File: config.mk
export PLATFORM = sky130hd
export DESIGN_NAME = ddo_ctrl
export DESIGN_NICKNAME = d
export VERILOG_FILES = /design/src/rtl/core/ddo_pkg.sv /design/src/rtl/core/ddo_ctrl.sv
export SDC_FILE = /design/constraint.sdc
export NUM_CORES = 1
export LEC_CHECK = 0
export BUFFER_PORTS_ARGS = -buffer_cell sky130_fd_sc_hd__buf_4
export CORE_AREA = 2 2 39 41
export DETAILED_ROUTE_END_ITERATION = 7
export DIE_AREA = 0 0 41 43
export PLACE_DENSITY_LB_ADDON = 0.05
export SETUP_SLACK_MARGIN = 0.5
export SLEW_MARGIN = 20
export SYNTH_ARGS = -nofsm -noshare
export SYNTH_HDL_FRONTEND = slang
export SYNTH_SLANG_ARGS = --single-unit
export TNS_END_PERCENT = 100
File: constraint.sdc
create_clock -name clk -period 3.2 [get_ports clk]
set_input_delay 0.32 -clock clk [delete_from_list [all_inputs] [get_ports clk]]
set_output_delay 0.32 -clock clk [all_outputs]
set_load 0.02 [all_outputs]
File: src/rtl/core/ddo_pkg.sv
// ----------------------------------------------------------------------------
// ddo_pkg
// Shared types, constants and helpers for the differential-drive odometry block.
// ----------------------------------------------------------------------------
package ddo_pkg;

  // Fixed-point layout.
  localparam int FRAC_BITS   = 16;
  localparam int ANGLE_BITS  = 18;
  localparam int ATAN_DEPTH  = 24;

  // Port widths.
  localparam int CFG_INDEX_W = 3;
  localparam int CFG_DATA_W  = 24;
  localparam int IN_DATA_W   = 128;
  localparam int OUT_DATA_W  = 248;

  // 1/(4 pi) in Q0.32 and the CORDIC start value (gain compensated, Q1.16).
  localparam logic [30:0]        INV_FOUR_PI = 31'd341782638;
  localparam logic signed [19:0] CORDIC_X0   = 20'sd39796;

  // Configuration register indexes.
  typedef enum logic [CFG_INDEX_W-1:0] {
    REG_HALF_WHEELBASE   = 3'd0,
    REG_INVERSE_RADIUS   = 3'd1,
    REG_HALF_RADIUS      = 3'd2,
    REG_RADIUS_OVER_BASE = 3'd3,
    REG_TICKS_PER_SECOND = 3'd4,
    REG_TIMEOUT_TICKS    = 3'd5,
    REG_SENSORS_PRESENT  = 3'd6
  } cfg_reg_t;

  // Datapath operations issued by the controller.
  typedef enum logic [4:0] {
    OP_NONE,
    OP_CAPTURE,
    OP_CMD_P,
    OP_CMD_L,
    OP_CMD_R,
    OP_CMD_DONE,
    OP_TICK_PREP,
    OP_TRANS,
    OP_ROT,
    OP_UNITS,
    OP_FWD,
    OP_ANG,
    OP_MID,
    OP_POS_X,
    OP_POS_Y,
    OP_HEAD,
    OP_QUAT,
    OP_LOAD
  } op_t;

  typedef struct packed {
    op_t op;
  } ddo_cmd_t;

  typedef struct packed {
    logic is_tick;
    logic cordic_done;
    logic out_busy;
  } ddo_status_t;

  // Arctangent of 2^-i as a binary angle, full circle = 2^32.
  function automatic logic [31:0] atan_at(input logic [4:0] i);
    logic [31:0] r;
    case (i)
      5'd0:  r = 32'h20000000;
      5'd1:  r = 32'h12E4051E;
      5'd2:  r = 32'h09FB385B;
      5'd3:  r = 32'h051111D4;
      5'd4:  r = 32'h028B0D43;
      5'd5:  r = 32'h0145D7E1;
      5'd6:  r = 32'h00A2F61E;
      5'd7:  r = 32'h00517C55;
      5'd8:  r = 32'h0028BE53;
      5'd9:  r = 32'h00145F2F;
      5'd10: r = 32'h000A2F98;
      5'd11: r = 32'h000517CC;
      5'd12: r = 32'h00028BE6;
      5'd13: r = 32'h000145F3;
      5'd14: r = 32'h0000A2FA;
      5'd15: r = 32'h0000517D;
      5'd16: r = 32'h000028BE;
      5'd17: r = 32'h0000145F;
      5'd18: r = 32'h00000A30;
      5'd19: r = 32'h00000518;
      5'd20: r = 32'h0000028C;
      5'd21: r = 32'h00000146;
      5'd22: r = 32'h000000A3;
      5'd23: r = 32'h00000051;
      default: r = 32'h0;
    endcase
    return r;
  endfunction

  // Saturate a wide signed value to 32 bits.
  function automatic logic signed [31:0] sat32(input logic signed [64:0] v);
    logic signed [31:0] r;
    if (v > 65'sd2147483647) begin
      r = 32'sh7FFFFFFF;
    end else if (v < -65'sd2147483648) begin
      r = 32'sh80000000;
    end else begin
      r = v[31:0];
    end
    return r;
  endfunction

endpackage

File: src/rtl/core/ddo_ctrl.sv
// ----------------------------------------------------------------------------
// ddo_ctrl
// Controller state machine: sequences the datapath operations for one item.
// ----------------------------------------------------------------------------
module ddo_ctrl (
  input  logic                   clk,
  input  logic                   rst,
  input  logic                   s_tvalid,
  output logic                   s_tready,
  input  ddo_pkg::ddo_status_t   status,
  output ddo_pkg::ddo_cmd_t      cmd
);

  typedef enum logic [4:0] {
    S_IDLE,
    S_DISPATCH,
    S_CMD_P,
    S_CMD_L,
    S_CMD_R,
    S_CMD_DONE,
    S_TICK_PREP,
    S_TRANS,
    S_ROT,
    S_UNITS,
    S_FWD,
    S_ANG,
    S_MID,
    S_MID_WAIT,
    S_POS_X,
    S_POS_Y,
    S_HEAD,
    S_QUAT,
    S_QUAT_WAIT,
    S_LOAD
  } state_t;

  state_t state;
  state_t state_next;

  assign s_tready = (state == S_IDLE);

  // Operation and next state for the current step.
  always_comb begin
    state_next = state;
    cmd.op     = ddo_pkg::OP_NONE;
    unique case (state)
      S_IDLE: begin
        if (s_tvalid) begin
          cmd.op     = ddo_pkg::OP_CAPTURE;
          state_next = S_DISPATCH;
        end
      end
      S_DISPATCH:  state_next = status.is_tick ? S_TICK_PREP : S_CMD_P;
      S_CMD_P:     begin cmd.op = ddo_pkg::OP_CMD_P;     state_next = S_CMD_L;     end
      S_CMD_L:     begin cmd.op = ddo_pkg::OP_CMD_L;     state_next = S_CMD_R;     end
      S_CMD_R:     begin cmd.op = ddo_pkg::OP_CMD_R;     state_next = S_CMD_DONE;  end
      S_CMD_DONE:  begin cmd.op = ddo_pkg::OP_CMD_DONE;  state_next = S_QUAT;      end
      S_TICK_PREP: begin cmd.op = ddo_pkg::OP_TICK_PREP; state_next = S_TRANS;     end
      S_TRANS:     begin cmd.op = ddo_pkg::OP_TRANS;     state_next = S_ROT;       end
      S_ROT:       begin cmd.op = ddo_pkg::OP_ROT;       state_next = S_UNITS;     end
      S_UNITS:     begin cmd.op = ddo_pkg::OP_UNITS;     state_next = S_FWD;       end
      S_FWD:       begin cmd.op = ddo_pkg::OP_FWD;       state_next = S_ANG;       end
      S_ANG:       begin cmd.op = ddo_pkg::OP_ANG;       state_next = S_MID;       end
      S_MID:       begin cmd.op = ddo_pkg::OP_MID;       state_next = S_MID_WAIT;  end
      S_MID_WAIT:  if (status.cordic_done) state_next = S_POS_X;
      S_POS_X:     begin cmd.op = ddo_pkg::OP_POS_X;     state_next = S_POS_Y;     end
      S_POS_Y:     begin cmd.op = ddo_pkg::OP_POS_Y;     state_next = S_HEAD;      end
      S_HEAD:      begin cmd.op = ddo_pkg::OP_HEAD;      state_next = S_QUAT;      end
      S_QUAT:      begin cmd.op = ddo_pkg::OP_QUAT;      state_next = S_QUAT_WAIT; end
      S_QUAT_WAIT: if (status.cordic_done) state_next = S_LOAD;
      S_LOAD: begin
        // Hold the finished result until the output register is free.
        if (!status.out_busy) begin
          cmd.op     = ddo_pkg::OP_LOAD;
          state_next = S_IDLE;
        end
      end
      default: state_next = S_IDLE;
    endcase
  end

  always_ff @(posedge clk) begin
    if (rst) begin
      state <= S_IDLE;
    end else begin
      state <= state_next;
    end
  end

  // The output register is only loaded when it is free.
  a_load_free: assert property (@(posedge clk) disable iff (rst)
      (cmd.op == ddo_pkg::OP_LOAD) |-> !status.out_busy)
    else $error("result loaded over a pending beat");

  // CORDIC completion only arrives while the controller waits for it.
  a_done_in_wait: assert property (@(posedge clk) disable iff (rst)
      status.cordic_done |-> (state == S_MID_WAIT || state == S_QUAT_WAIT))
    else $error("cordic finished outside a wait state");

  // A captured beat is always followed by dispatch.
  a_dispatch: assert property (@(posedge clk) disable iff (rst)
      (cmd.op == ddo_pkg::OP_CAPTURE) |=> (state == S_DISPATCH))
    else $error("capture not followed by dispatch");

endmodule

* After elaboration in Yosys (flattened, before gate mapping) *
Index checks and enable logic that the tools add are counted.

word-level totals
  bits of input ports = 6
  bits in registers = 5
  output and inout port bits = 6

cells by class
  equal/unequal tests = 23
  reductions and logical operators = 3
  mux-type cells = 9

operator list
  cell                                                  number
  case mux 5 bit (19 select lines)                      1
  case mux 5 bit (17 select lines)                      1
  equality test 5 x 4 -> 1 bit (second input constant)  8
  2-to-1 mux 5 bit                                      5
  equality test 5 x 3 -> 1 bit (second input constant)  4
  equality test 5 bit (second input constant)           4
  equality test 5 x 2 -> 1 bit (second input constant)  2
  != test 2 bit (second input constant)                 4
  equality test 5 x 1 -> 1 bit (second input constant)  1
  zero test 5 bit                                       1
  AND reduction 4 bit                                   1
  2-to-1 mux 3 bit                                      1
  OR reduction 2 bit                                    1
  2-to-1 mux 1 bit                                      1

* Logic depth before layout (Yosys ltp) *
Gate-level depths: netlist of run 1.

  depth after elaboration = 3
  gate-level depth with buffers = 5
  depth with buffers taken out = 4

* Least setup slack after synthesis of run 1 *
No wires, ideal clock.

  path kind = register to output
  start point = reg state[1]
  end point = out cmd[0] in the netlist's numbering
  cell stages (with the launch flop) = 6
  arrival = 1286 ps
  buffers on the path = 1
  path slack = 1594 ps
  cell sequence = dfxtp_1 -> buf_2 -> nor2b_1 -> mux2_2 -> a21oi_1 -> o22ai_1

RTL lines
  item                      RTL line        text
  start: declaration        ddo_ctrl.sv:37  state_t state;
  start signal: assignment  ddo_ctrl.sv:86  state <= state_next;
  end: declaration          ddo_ctrl.sv:11  output ddo_pkg::ddo_cmd_t cmd

==> Implementation_results.wiki, run 1 <==
{| class="wikitable"
! Metric !! Value
|-
| HPWL after detailed placement || 922 um
|-
| Layout Nets || 84
|-
| Overall Global Routing Usage || 0.179
|-
| Placed instance count || 89
|-
| Largest net degree at the start of global routing || 15
|-
| Registers with the most flip-flops || state x5
|-
| # fillers || 159
|-
| Number of flops mapped to enable cells by yosys || 0
|-
| Number of sinks on the clock net || 5
|-
| Capturing element of the worst setup path || cmd[0]
|-
| Maximum resistive drop on vdd || ~0.38 mV
|-
| Compound-cell area share of the yosys netlist || 0.292
|-
| Critical Path Start Type || flop
|-
| Simple-gate share of the synthesized area || 0.362
|-
| Worst Hold Class || input pin to flop
|-
| Number of standard cells in the layout, taps in and fillers out || just over 90
|-
| Number of cells produced by synthesis || 67
|-
| Power Density || approximately 1100 nW/um^2
|-
| Routed vias/inst || 5.77
|-
| Register ranked first by flip-flop count || state
|-
| CTS tree || yes
|-
| Max-cap check violation count || 0
|-
| Clock slew at the register clock pins of the worst setup and hold paths || approximately 0.04 ns
|-
| Result of the run || complete, no violations
|-
| Final hold violation count || 0
|-
| DRC violation count after routing || 0
|-
| Leakage dissipation || around 0.00026 uW
|-
| Clock insertion delay at the later pin of the skew report || about 0.24 ns
|-
| Overall die height || between 40 and 50 um
|-
| Proportion of synthesized area in mux cells || 0.0224
|-
| Top Ports || 12
|-
| Setup TNS Final || 0 ns
|-
| Type of the worst setup path || flop to output port
|-
| Initial drt markers || 9
|-
| Worst Setup SP || state[3]$_SDFFE_PP0P_
|-
| Initial antenna violation count || 0
|-
| Most used cells in the layout excluding fill and tap cells || 11 x buf_4, 7 x a21oi_1, 5 x dfxtp_1
|-
| Share of the synthesized area in the top cell type || 0.200
|-
| Post-CTS Setup Inserts || 0
|-
| Total of flip-flops plus latches after synthesis || 5
|-
| Synth-to-layout area growth || 19.7%
|-
| Final global-route overflow total || 0
|-
| Placer congestion estimate || 0.792
|-
| Area occupied by registers || 100 um^2
|-
| Number of antenna-violating nets in the routed design || 0
|-
| Number of detailed-routing iterations run before antenna repair || 4
|-
| Req. time, crit path || between 2 and 3 ns
|-
| Fin. max-slew vios || 0
|-
| H-tree depth || 1
|-
| Largest buffer count on any clock path || 2
|-
| Final setup fails || 0
|-
| Synthesized cell area || 502 um^2
|-
| Number of port buffers || 11
|-
| Endpoint class of the critical path || output port
|-
| Vias in the first global route || roughly 490
|-
| Setup repair after global routing missed its margin || false
|-
| Top area cells in the synthesized netlist || dfxtp_1 20%, a21oi_1 7.0%, nand3b_4 4.0%, nor3_2 4.0%, xnor2_1 3.5%
|-
| Wire length reported by the detailed router || about 1.3 mm
|-
| Wirelength per Cell || roughly 14 um
|-
| Slack of the worst reg-to-reg path || between 1.5 and 2 ns
|-
| Worst reg2reg path startpoint || state[2]$_SDFFE_PP0P_
|-
| Util after Layout || 0.434
|-
| Period Utilization, post-route || 0.638
|-
| R2R depth || 4
|-
| Final setup skew || roughly 0.00029 ns
|-
| Unique cell type count in the Yosys netlist || 35
|-
| Clock root buffer master || clkbuf_4
|-
| Highest clock frequency the design can meet || a little under 500 MHz
|-
| FP Rows || 14
|-
| Adder and majority gate portion of the synthesized area || 0
|-
| Actual transition at the worst max-transition pin || around 0.54 ns
|-
| Data arrival time of the critical path || around 1.7 ns
|-
| Per-instance average area after synthesis || around 7.5 um^2
|-
| Placeable core region || ~1400 um^2
|-
| Normalized max-slew margin || 0.637
|-
| Number of warnings issued by yosys || 0
|-
| Synth Area in XOR/XNOR || 0.0349
|-
| Net Count, Synth || 73
|-
| WHS Path Cells || 2
|-
| Maximum fanout encountered on the critical timing path || 12
|-
| Most common cell after layout, fill and taps aside || buf_4
|-
| Starting utilization of the core area || 0.363
|-
| Final Critical Period || approximately 2 ns
|-
| Seq/Total Area, Yosys || 0.200
|-
| Yosys top cell by area || dfxtp_1
|-
| Number of flip-flops under the largest register name || 5
|-
| Total Die Area || 1760 um^2
|-
| Total of hold buffers inserted after clock tree synthesis || 0
|-
| Proportion of layout cells with a drive suffix above 1 || 0.286
|-
| Via count || roughly 540
|-
| Most frequently used flop master after synthesis || dfxtp_1
|-
| Global-route wire length before repair || 2.19 mm
|-
| X dimension of the die || slightly above 40 um
|-
| FF-to-FF End || state[0]$_SDFFE_PP0P_
|-
| Area of the multi-input gates || around 360 um^2
|-
| Main combinational cell family by area after synthesis || simple AND/OR/NAND/NOR gates
|-
| Async SR Flop Fraction || 0
|-
| Worst Hold Margin || approximately 0.28 ns
|-
| Antenna Diode Count || 0
|-
| CTS buffer count || 3
|-
| Post-cts resize count || 0
|}
-- per-stage QoR --
step	worst slack, ns	total power [uW]	instance area [um^2]
3_5_place_dp	1.42	591	574
4_1_cts	1.16	668	601
5_1_grt	1.02	725	601
3_3_place_gp	1.41	604	574
2_1_floorplan	1.59	468	502
6_report	1.16	665	601
-- cells in the mapped netlist (all sizes together), types with 2 or more instances --
cell type and count:
a21o 2, a21oi 7, a31oi 2, buf 4
dfxtp 5, inv 4, nand2 4, nand3 2
nand3b 2, nor2 4, nor2b 2, nor3 5
nor4 3, o21ai 4, or2 2, xnor2 2
-- report_power, final --
part	switching, uW	internal, uW
Combinational	232	196
Sequential	77.6	85.9
Clock	26.0	47.2
-- worst min path at each step --
stage / to / slack, ns / startpoint
after floorplan: state[3]$_SDFFE_PP0P_ / 0.40 / rst
after global placement: state[3]$_SDFFE_PP0P_ / 0.53 / rst
after detailed placement: state[3]$_SDFFE_PP0P_ / 0.53 / rst
after CTS: state[3]$_SDFFE_PP0P_ / 0.27 / rst
after global routing: state[3]$_SDFFE_PP0P_ / 0.27 / rst
final: state[3]$_SDFFE_PP0P_ / 0.28 / rst
-- layout make-up --
cell class,count,share of cell area
Clock buffer,4,0.0438
Tap cell,16,0.0333
Sequential cell,5,0.167
Timing Repair Buffer,11,0.137
Inverter,4,0.0250
Multi-Input combinational cell,53,0.594
-- layer usage --
metal / share of wire / GRT usage / wire length (um)
met4: 0.011 / 0.107 / 14
met2: 0.46 / 0.228 / 599
met3: 0.034 / 0.0419 / 44
met1: 0.49 / 0.260 / 634
met5: 0 / 0 / 0
-- kinds of logic (layout without fill, tap and decap cells) --
logic type | after synthesis | after routing
and+or+nand+nor | 28 | 28
AOI/OAI and AO/OA | 22 | 22
buffers and inverters | 9 | 19
DFF | 5 | 5
xor gates and xnor gates | 2 | 2
muxes | 1 | 1
-- critical path, stage by stage, from the launching register on --
cell,delay (ns)
dfxtp_1,0.66
mux2_2,0.39
a21oi_1,0.15
o22ai_1,0.10
buf_4,0.18
(Power assumes the default switching activity.)
==> run 2: changes to the inputs <==
==> constraint.sdc (replaced) <==
create_clock -name clk -period 1.6 [get_ports clk]
set_input_delay 0.16 -clock clk [delete_from_list [all_inputs] [get_ports clk]]
set_output_delay 0.16 -clock clk [all_outputs]
set_load 0.02 [all_outputs]
==> run 2 against run 1 <==
Clock skew grew 0.0023 ns. Sequential share of layout area shrank 4.6 points. Via count grew 25%. Cell count grew 26%. First-iteration DRC count grew 89%. Critical endpoint unchanged. Largest cell class unchanged.
==> Implementation_results.wiki, run 2 (synthesis gave the netlist of run 1 again) <==
{| class="wikitable"
! Metric !! Value
|-
| DRC violation count after routing || 0
|-
| Period Utilization, post-route || 0.958
|-
| X dimension of the die || slightly above 40 um
|-
| Type of the worst setup path || flop to output port
|-
| Cell Int Power || ~1200 uW
|-
| Proportion of layout cells with a drive suffix above 1 || 0.673
|-
| H-tree depth || 1
|-
| Layout Nets || 108
|-
| Clock root buffer master || clkbuf_4
|-
| Total Die Area || approximately 1800 um^2
|-
| Power share of the combinational group || 0.798
|-
| R2R depth || 5
|-
| Register ranked first by flip-flop count || state
|-
| Final global-route overflow total || 0
|-
| Placer congestion estimate || roughly 0.8
|-
| Number of detailed-routing iterations run before antenna repair || 4
|-
| Synth-to-layout area growth || 91.8%
|-
| Via count || between 600 and 700
|-
| Initial drt markers || 17
|-
| Global-route wire length before repair || 2.97 mm
|-
| Setup repair after global routing missed its margin || true
|-
| Final setup fails || 0
|-
| Max-cap check violation count || 0
|-
| Final Critical Period || 1.53 ns
|-
| FF-to-FF End || state[4]$_SDFFE_PP0P_
|-
| Destination of the worst hold path || state[3]$_SDFFE_PP0P_
|-
| Routed vias/inst || 5.72
|-
| Clk pwr share || 0.066
|-
| # fillers || 113
|-
| CTS tree || yes
|-
| Area occupied by registers || between 100 and 150 um^2
|-
| WHS Path Cells || 2
|-
| Number of antenna-violating nets in the routed design || 0
|-
| Util after Layout || 0.695
|-
| Starting utilization of the core area || 0.363
|-
| HPWL after detailed placement || ~1.1 mm
|-
| Power share of the sequential group || 0.136
|-
| Maximum fanout encountered on the critical timing path || 6
|-
| Final hold violation count || 0
|-
| Data arrival time of the critical path || approximately 1.4 ns
|-
| Clock insertion delay at the later pin of the skew report || 0.24 ns
|-
| Power Density || between 2000 and 2500 nW/um^2
|-
| Final setup skew || about 0.0026 ns
|-
| Initial antenna violation count || 0
|-
| Most common cell after layout, fill and taps aside || buf_4
|-
| Clock slew at the register clock pins of the worst setup and hold paths || 0.04 ns
|-
| Largest net degree at the start of global routing || 9
|-
| Proportion of total power due to net switching || 0.449
|-
| Setup slack after layout || around 0.067 ns
|-
| Overall Global Routing Usage || 0.249
|-
| Critical Path Start Type || flop
|-
| Normalized max-slew margin || 0.805
|-
| Wirelength per Cell || 15.4 um
|-
| Vias in the first global route || 644
|-
| Fin. max-slew vios || 0
|-
| Number of port buffers || 11
|-
| Worst Hold Class || input pin to flop
|-
| Req. time, crit path || approximately 1.4 ns
|-
| Area of the multi-input gates || just under 500 um^2
|-
| Endpoint class of the critical path || output port
|-
| Most used cells in the layout excluding fill and tap cells || 28 x buf_4, 7 x buf_6, 5 x a21oi_1
|-
| Source of the worst hold timing path || rst
|-
| CTS buffer count || 3
|-
| Number of flip-flops under the largest register name || 5
|-
| Setup TNS Final || 0 ns
|-
| Overall die height || between 40 and 50 um
|-
| Worst Hold Margin || ~0.12 ns
|-
| Top Ports || 12
|-
| Actual transition at the worst max-transition pin || 0.291 ns
|-
| Slack of the worst reg-to-reg path || 0.24 ns
|-
| Leakage dissipation || ~0.00042 uW
|-
| Highest clock frequency the design can meet || between 600 and 700 MHz
|-
| Number of sinks on the clock net || 5
|-
| Wire length reported by the detailed router || around 1.8 mm
|-
| Maximum resistive drop on vdd || around 1.1 mV
|-
| Sw Pwr || between 900 and 1000 uW
|-
| FP Rows || 14
|-
| Result of the run || complete, no violations
|-
| Worst reg2reg path startpoint || state[0]$_SDFFE_PP0P_
|-
| Registers with the most flip-flops || state x5
|-
| Placeable core region || 1380 um^2
|-
| Setup slack at placement || between 0.2 and 0.25 ns
|-
| Largest buffer count on any clock path || 2
|-
| Antenna Diode Count || 0
|}
## run 2: worst max-delay path by stage
stage	start	endpoint
4_1_cts	state[1]$_SDFFE_PP0P_	cmd[0]
2_1_floorplan	state[1]$_SDFFE_PP0P_	cmd[0]
6_report	state[1]$_SDFFE_PP0P_	cmd[0]
3_3_place_gp	state[1]$_SDFFE_PP0P_	cmd[0]
5_1_grt	state[1]$_SDFFE_PP0P_	cmd[0]
3_5_place_dp	state[1]$_SDFFE_PP0P_	cmd[0]
## run 2: critical path: stages (launching register included)
cell	delay [ns]
dfxtp_4	0.36
nor2b_4	0.13
mux2_4	0.26
a21oi_4	0.17
o22ai_4	0.09
buf_6	0.13
## run 2: what timing repair did
| action | in CTS | in global routing |
|---|---|---|
| pin swaps | 4 | 3 |
| resized for setup | 15 | 7 |
| hold buffers | 0 | 0 |
| setup endpoints to repair | 9 | 11 |
| setup buffers | 15 | 2 |
## run 2: power by group through the flow
stage               combinational [uW]  clock [uW]  sequential [uW]
floorplan                          979           0              228
global placement                  1200           0              335
detailed placement                1190           0              327
CTS                               1560         148              287
global route                      1830         159              302
finish                            1710         142              292
## run 2: layout make-up
cell class	instances	area share
Clock buffer	4	0.0273
Timing Repair Buffer	35	0.300
Tap cell	16	0.0208
Multi-Input combinational cell	53	0.511
Sequential cell	5	0.121
Inverter	4	0.0195
## run 2: routing by layer
metal | global-route usage | share of wire | vias to the layer above
met4 | 0.0733 | 0.017 | 0
met2 | 0.391 | 0.53 | 23
li1 | - | - | 323
met3 | 0.0681 | 0.038 | 4
met5 | 0 | 0 | -
met1 | 0.320 | 0.41 | 319
## run 2: stage by stage
step / instance area, um^2 / cells / power [uW]
finish: 962 / 117 / 2150
global route: 962 / 117 / 2290
CTS: 918 / 115 / 1990
detailed placement: 728 / 96 / 1520
global placement: 728 / 96 / 1540
floorplan: 619 / 67 / 1210
